===== src/command_frame_builder_assert.svh =====
// ----------------------------------------------------------------------------
// command_frame_builder_assert
// Assertion macros for the frame builder; only cfb_burst includes them. Each expects clk and
// rst to be in scope.
// ----------------------------------------------------------------------------
`ifndef COMMAND_FRAME_BUILDER_ASSERT_SVH
`define COMMAND_FRAME_BUILDER_ASSERT_SVH

// Same-cycle implication, checked outside reset
`define CFB_ASSERT_SAME(label, ante, cons, msg) \
  label: assert property (@(posedge clk) disable iff (rst) (ante) |-> (cons)) \
    else $error(msg);

// Next-cycle implication, checked outside reset
`define CFB_ASSERT_NEXT(label, ante, cons, msg) \
  label: assert property (@(posedge clk) disable iff (rst) (ante) |=> (cons)) \
    else $error(msg);

`endif


===== src/cfb_pkg.sv =====
// ----------------------------------------------------------------------------
// cfb_pkg
// Constants, types and the CRC-16 byte update shared by the frame builder.
// ----------------------------------------------------------------------------
package cfb_pkg;

  localparam logic [7:0]  FRAME_MARKER   = 8'h03;
  localparam logic [15:0] CRC_POLY       = 16'h8005;
  localparam logic [7:0]  FRAME_OVERHEAD = 8'd7;
  localparam int          BURST_MAX      = 8;
  localparam int          BURST_CNT_W    = $clog2(BURST_MAX + 1);

  // Request kinds carried on the action field
  localparam logic ACTION_HEADER = 1'b0;
  localparam logic ACTION_DATA   = 1'b1;

  // Bytes produced by one request, byte 0 leaves first
  typedef struct packed {
    logic [BURST_MAX-1:0][7:0] bytes;
    logic [BURST_CNT_W-1:0]    count;
    logic                      ends_frame;
  } burst_t;

  // CRC-16/0x8005, data bits taken LSB first, one byte per call
  function automatic logic [15:0] crc_feed(input logic [15:0] crc_in,
                                           input logic [7:0]  data);
    logic [15:0] c;
    c = crc_in;
    for (int i = 0; i < 8; i++) begin
      if (data[i] != c[15]) begin
        c = {c[14:0], 1'b0} ^ CRC_POLY;
      end else begin
        c = {c[14:0], 1'b0};
      end
    end
    return c;
  endfunction

endpackage


===== src/cfb_engine.sv =====
// ----------------------------------------------------------------------------
// cfb_engine
// Frame state (running CRC, remaining data count, open flag) and the
// single-pass logic that turns one request into its burst of output bytes.
// ----------------------------------------------------------------------------
module cfb_engine (
  input  logic                clk,
  input  logic                rst,
  input  logic                take,
  input  logic                action,
  input  logic [7:0]          opcode,
  input  logic [7:0]          first_param,
  input  logic [15:0]         second_param,
  input  logic [7:0]          payload_count,
  input  logic [7:0]          payload_byte,
  output cfb_pkg::burst_t     burst
);

  logic [15:0] running_crc;
  logic [15:0] running_crc_next;
  logic [7:0]  bytes_left;
  logic [7:0]  bytes_left_next;
  logic        frame_open;
  logic        frame_open_next;

  logic [7:0]  count_byte;
  logic [15:0] hdr_crc;
  logic [15:0] data_crc;
  logic [7:0]  left_dec;
  logic        data_last;

  // Header bytes and their CRC, unrolled over the five covered bytes
  always_comb begin
    count_byte = 8'(cfb_pkg::FRAME_OVERHEAD + payload_count);
    hdr_crc    = cfb_pkg::crc_feed(16'h0000, count_byte);
    hdr_crc    = cfb_pkg::crc_feed(hdr_crc, opcode);
    hdr_crc    = cfb_pkg::crc_feed(hdr_crc, first_param);
    hdr_crc    = cfb_pkg::crc_feed(hdr_crc, second_param[7:0]);
    hdr_crc    = cfb_pkg::crc_feed(hdr_crc, second_param[15:8]);
  end

  // Data byte update
  assign data_crc  = cfb_pkg::crc_feed(running_crc, payload_byte);
  assign left_dec  = bytes_left - 8'd1;
  assign data_last = (left_dec == 8'd0);

  // Build the burst and the next frame state
  always_comb begin
    burst            = '0;
    running_crc_next = running_crc;
    bytes_left_next  = bytes_left;
    frame_open_next  = frame_open;
    if (action == cfb_pkg::ACTION_HEADER) begin
      burst.bytes[0] = cfb_pkg::FRAME_MARKER;
      burst.bytes[1] = count_byte;
      burst.bytes[2] = opcode;
      burst.bytes[3] = first_param;
      burst.bytes[4] = second_param[7:0];
      burst.bytes[5] = second_param[15:8];
      burst.bytes[6] = hdr_crc[7:0];
      burst.bytes[7] = hdr_crc[15:8];
      if (payload_count == 8'd0) begin
        burst.count      = cfb_pkg::BURST_CNT_W'(8);
        burst.ends_frame = 1'b1;
      end else begin
        burst.count = cfb_pkg::BURST_CNT_W'(6);
      end
      running_crc_next = hdr_crc;
      bytes_left_next  = payload_count;
      frame_open_next  = (payload_count != 8'd0);
    end else if (frame_open) begin
      burst.bytes[0] = payload_byte;
      burst.bytes[1] = data_crc[7:0];
      burst.bytes[2] = data_crc[15:8];
      if (data_last) begin
        burst.count      = cfb_pkg::BURST_CNT_W'(3);
        burst.ends_frame = 1'b1;
      end else begin
        burst.count = cfb_pkg::BURST_CNT_W'(1);
      end
      running_crc_next = data_crc;
      bytes_left_next  = left_dec;
      frame_open_next  = !data_last;
    end
  end

  // Advance frame state on each accepted request
  always_ff @(posedge clk) begin
    if (rst) begin
      running_crc <= '0;
      bytes_left  <= '0;
      frame_open  <= 1'b0;
    end else if (take) begin
      running_crc <= running_crc_next;
      bytes_left  <= bytes_left_next;
      frame_open  <= frame_open_next;
    end
  end

endmodule


===== src/cfb_burst.sv =====
// ----------------------------------------------------------------------------
// cfb_burst
// Output burst register: holds the bytes of one request and shifts them out
// one per handshake. Takes the next burst when empty or as the last byte leaves.
// ----------------------------------------------------------------------------
`include "command_frame_builder_assert.svh"

module cfb_burst (
  input  logic            clk,
  input  logic            rst,
  input  logic            load,
  input  cfb_pkg::burst_t burst,
  output logic            load_ready,
  output logic            frame_valid,
  input  logic            frame_ready,
  output logic [7:0]      frame_byte,
  output logic            frame_end
);

  logic [cfb_pkg::BURST_MAX-1:0][7:0] bytes;
  logic [cfb_pkg::BURST_CNT_W-1:0]    left;
  logic                               ends_frame;
  logic                               pop;
  logic                               last_one;

  assign last_one    = (left == cfb_pkg::BURST_CNT_W'(1));
  assign pop         = frame_valid && frame_ready;
  assign frame_valid = (left != '0);
  assign frame_byte  = bytes[0];
  assign frame_end   = last_one && ends_frame;
  assign load_ready  = !frame_valid || (last_one && frame_ready);

  // Count of bytes still to send
  always_ff @(posedge clk) begin
    if (rst) begin
      left <= '0;
    end else if (load) begin
      left <= burst.count;
    end else if (pop) begin
      left <= left - cfb_pkg::BURST_CNT_W'(1);
    end
  end

  // Load or shift the byte store
  always_ff @(posedge clk) begin
    if (load) begin
      bytes      <= burst.bytes;
      ends_frame <= burst.ends_frame;
    end else if (pop) begin
      bytes <= bytes >> 8;
    end
  end

  `CFB_ASSERT_SAME(a_ready_only_near_empty, left > cfb_pkg::BURST_CNT_W'(1), !load_ready, "request accepted with bytes still queued")
  `CFB_ASSERT_SAME(a_end_on_last, frame_end, frame_valid && last_one, "frame end off the last byte")
  `CFB_ASSERT_NEXT(a_pop_counts_down, pop && !load && !last_one, left == $past(left) - cfb_pkg::BURST_CNT_W'(1), "byte count did not step down")
  `CFB_ASSERT_NEXT(a_load_shows, load && (burst.count != '0), frame_valid, "loaded burst not presented")

endmodule


===== src/command_frame_builder.sv =====
// ----------------------------------------------------------------------------
// command_frame_builder
// Frames device commands: marker, count, opcode, params, data, CRC-16/0x8005.
//
//   channel  signals                         carries
//   request  req_valid / req_ready           header or one data byte
//   frame    frame_valid / frame_ready       one framed byte, end flag
//
// A request is taken in the cycle its bytes are built; its bytes leave one
// per cycle from the burst register while frame_ready is high, the first in
// the cycle after acceptance. A header gives 6 bytes (8 with zero length), a
// data byte 1 (3 for the last one); a data byte with no open frame gives
// nothing. A new request is taken when empty or as the last byte leaves.
// Reset empties the burst register and closes any frame; a stall on the frame
// side holds the current byte and back-pressures requests.
// ----------------------------------------------------------------------------
module command_frame_builder (
  input  logic        clk,
  input  logic        rst,
  input  logic        req_valid,
  output logic        req_ready,
  input  logic        action,
  input  logic [7:0]  opcode,
  input  logic [7:0]  first_param,
  input  logic [15:0] second_param,
  input  logic [7:0]  payload_count,
  input  logic [7:0]  payload_byte,
  output logic        frame_valid,
  input  logic        frame_ready,
  output logic [7:0]  frame_byte,
  output logic        frame_end
);

  cfb_pkg::burst_t burst;
  logic            take;

  assign take = req_valid && req_ready;

  // Build the bytes for each request
  cfb_engine u_engine (
    .clk           (clk),
    .rst           (rst),
    .take          (take),
    .action        (action),
    .opcode        (opcode),
    .first_param   (first_param),
    .second_param  (second_param),
    .payload_count (payload_count),
    .payload_byte  (payload_byte),
    .burst         (burst)
  );

  // Hold and send them
  cfb_burst u_burst (
    .clk         (clk),
    .rst         (rst),
    .load        (take),
    .burst       (burst),
    .load_ready  (req_ready),
    .frame_valid (frame_valid),
    .frame_ready (frame_ready),
    .frame_byte  (frame_byte),
    .frame_end   (frame_end)
  );

endmodule


===== config.mk =====
export PLATFORM = sky130hd
export DESIGN_NAME = command_frame_builder
export DESIGN_NICKNAME = d
export VERILOG_FILES = /design/src/cfb_pkg.sv /design/src/cfb_engine.sv /design/src/cfb_burst.sv /design/src/command_frame_builder.sv
export VERILOG_INCLUDE_DIRS = /design/src /design/src/src
export SDC_FILE = /design/constraint.sdc
export NUM_CORES = 1
export LEC_CHECK = 0
export ABC_AREA = 1
export ABC_CLOCK_PERIOD_IN_PS = 10000
export BUFFER_PORTS_ARGS = -buffer_cell sky130_fd_sc_hd__buf_2
export CORE_MARGIN = 10
export CORE_UTILIZATION = 57
export DETAILED_ROUTE_END_ITERATION = 12
export MAX_ROUTING_LAYER = met4
export PLACE_DENSITY = 0.77
export SETUP_SLACK_MARGIN = 0.2
export SYNTH_ARGS = -nofsm -noshare
export SYNTH_HDL_FRONTEND = slang
export SYNTH_HIERARCHICAL = 1
export SYNTH_SLANG_ARGS = --single-unit
export TNS_END_PERCENT = 20

===== constraint.sdc =====
create_clock -name clk -period 10 [get_ports clk]
set_input_delay 0.5 -clock clk [delete_from_list [all_inputs] [get_ports clk]]
set_output_delay 0.5 -clock clk [all_outputs]
set_load 0.05 [all_outputs]

==> impl_metrics.toml <==
[synth]
synth_edf_count = 65
synthCells = 916
syn_nets = 975
synth_top_area_share = 0.290
ys_warn_count = 6
yosysTopAreaCell = "edfxtp_1"
ys_types = 41
synthesis.area_sq_mm = 0.00674
ys_ff_latch = 94
synth-async-reset-ratio = 0
postSynthAreaPerCell_sq_um = 7.36
synth_area_leaders = "edfxtp_1 29%, nand2_1 17%, dfxtp_1 8.6%, xor2_1 7.0%, inv_1 6.7%"
synthFlopType = "edfxtp_1"
yosysSeqAreaShare = 0.376

[global_routing]
grt_pass1_wl_um = 27900
grt_max_degree = 75
gr-total-overflow = 0
antenna_found_initial = 0
grt_pass1_vias = 5470
grt_use_total = 0.218

[die]
num_rows = 39
ioPinCount = 64
die_area_sq_mm = 0.0166
die_h_um = 129
core_sq_mm = 0.0115
initial_utilization = 0.585
die_w_um = 129

[power]
finalPower_mw = 2.36
ir_worst_vdd_uv = 151
p_leak_nw = 3.71
powerDensity_mw_per_mm2 = 323

[critical_path]
cp.required_ns = 10.09
r2r_cells = 12
slowest_delay_ns = 0.47
critical_path_class = "input port to flip-flop"
crit_path_top_delay_cell = "xnor2_1"
end_kind = "flip-flop"
crit_fanout = 6
start_kind = "input port"
cp.arrival_ns = 5.68
path_common_cell = "nand2_1"

[timing]
min_period_ns = 5.58
worstMarginPinSlew_ns = 1.01
finClkSkew_ns = 0.0102
tns_ns = 0
fmax_ghz = 0.179
rsz0062_at_grt = "false"
finalHoldViolCount = 0
holdWs_ns = 0.457
min_period_over_period = 0.558
layout_setup_ws_ns = 4.42
slew_viol_final = 0
slew_headroom = 0.323
finalSetupViolCount = 0

[route]
routed_wirelength_um = 17700
vias = 6006
route.detailed.drc = 0
drtIter0Drc = 738
wl_per_cell_um = 16.1
drtAntennaViolNets = 0
firstDrtPassIters = 7
via_per_inst = 5.46

[worst_hold_path]
worstHoldPathCells = 2
hold_class = "input port to flip-flop"

[clock_network]
numCtsBuffers = 9
clk_pin_slew_ns = 0.07
worstSkewPairLatency_ns = 0.34
ctsResizeCount = 0
cts_max_level = 3
holdBufCountCts = 0
clkSinkCount = 94
clock_path_buffers = 2
cts_setup_buffers = 0
cts_tree = "done"
cts_root_buf = "clkbuf_16"

[cells_and_area]
area_delta_synth_final_pct = 8.65
nFillCells = 1059
final_cell_area_sq_mm = 0.00732
drive_gt1_frac = 0.158
fin_util = 0.636
mostFrequentLayoutCells = "307 x nand2_1, 119 x inv_1, 65 x edfxtp_1"
nNetsFinal = 1011
layout_commonest_cell = "nand2_1"
stdcell_count = 1100
antenna_cells = 0

[placement]
dp_hpwl_um = 13100
numPlacedInstances = 1084
gp_congestion = 0.937
port_buffers = 63
postPlaceCellArea_sq_mm = 0.00701
detailedPlace.worstSlack_ns = 4.23

[job]
drv_cap = 0

[status]
status = "finished, final reports clean"
power by group:
group          internal, mW  total (mW)  switching [mW]
Clock                 0.220       0.366           0.146
Combinational         0.369        1.25           0.879
Sequential            0.682       0.750          0.0673
flip-flops by register name (all words and copies together), names as in the netlist:
| signal | cells |
|---|---|
| u_engine/running_crc | 16 |
| u_burst/ends_frame | 1 |
| u_engine/bytes_left | 8 |
| u_burst/bytes | 56 |
| u_engine/frame_open | 1 |
| u_burst/frame_byte | 8 |
| u_burst/left | 4 |
layer usage:
layer / part of all wire / wire, um / vias up / global-route usage
met5: 0 / 0 / - / -
met4: 0.012 / 216 / 0 / 0.0595
met3: 0.081 / 1430 / 20 / 0.0275
met2: 0.44 / 7810 / 275 / 0.326
met1: 0.47 / 8220 / 2741 / 0.304
li1: - / - / 2970 / -
Yosys cell counts, drive strengths merged (9+ instances only):
| cell type | number |
|---|---|
| edfxtp | 65 |
| xor2 | 56 |
| nand2 | 340 |
| nand3 | 77 |
| nor2 | 47 |
| clkbuf | 9 |
| dfxtp | 29 |
| inv | 125 |
| o22ai | 10 |
| buf | 32 |
| a21oi | 25 |
| o21ai | 39 |
| a31oi | 11 |
| xnor2 | 19 |
final timing paths:
kind,startpoint,to,slack [ns]
hold reg to reg,u_engine/running_crc[2],u_engine/running_crc[2],0.49
setup reg to reg,u_engine/running_crc[15],u_burst/bytes[23],5.85
setup / recovery,payload_count[0],u_burst/bytes[63],4.42
hold / removal,rst,u_burst/left[1],0.46
area by class of cell:
| type | instances | area (sq um) | share of cell area |
|---|---|---|---|
| Clock inverter | 5 | 85.1 | 0.0116 |
| Tap cell | 143 | 179 | 0.0244 |
| Clock buffer | 11 | 233 | 0.0318 |
| Sequential cell | 94 | 2530 | 0.346 |
| Timing Repair Buffer | 66 | 338 | 0.0461 |
| Multi-Input combinational cell | 656 | 3480 | 0.475 |
| Inverter | 125 | 474 | 0.0648 |
worst max-delay path, delay by kind of cell:
| kind | cells | cell delay (ns) |
|---|---|---|
| xor+xnor | 1 | 0.47 |
| fa+ha+maj | 1 | 0.27 |
| simple gates | 48 | 3.98 |
| buf+inv | 5 | 0.46 |
cells by family after synthesis:
logic type,Yosys count,synth area share
AOI/OAI and AO/OA,97,0.0845
xor gates and xnor gates,76,0.106
adders and majority gates,6,0.0111
buffers and inverters,166,0.108
DFF,94,0.376
and+or+nand+nor,477,0.315
Power figures use the tool's default switching activity.
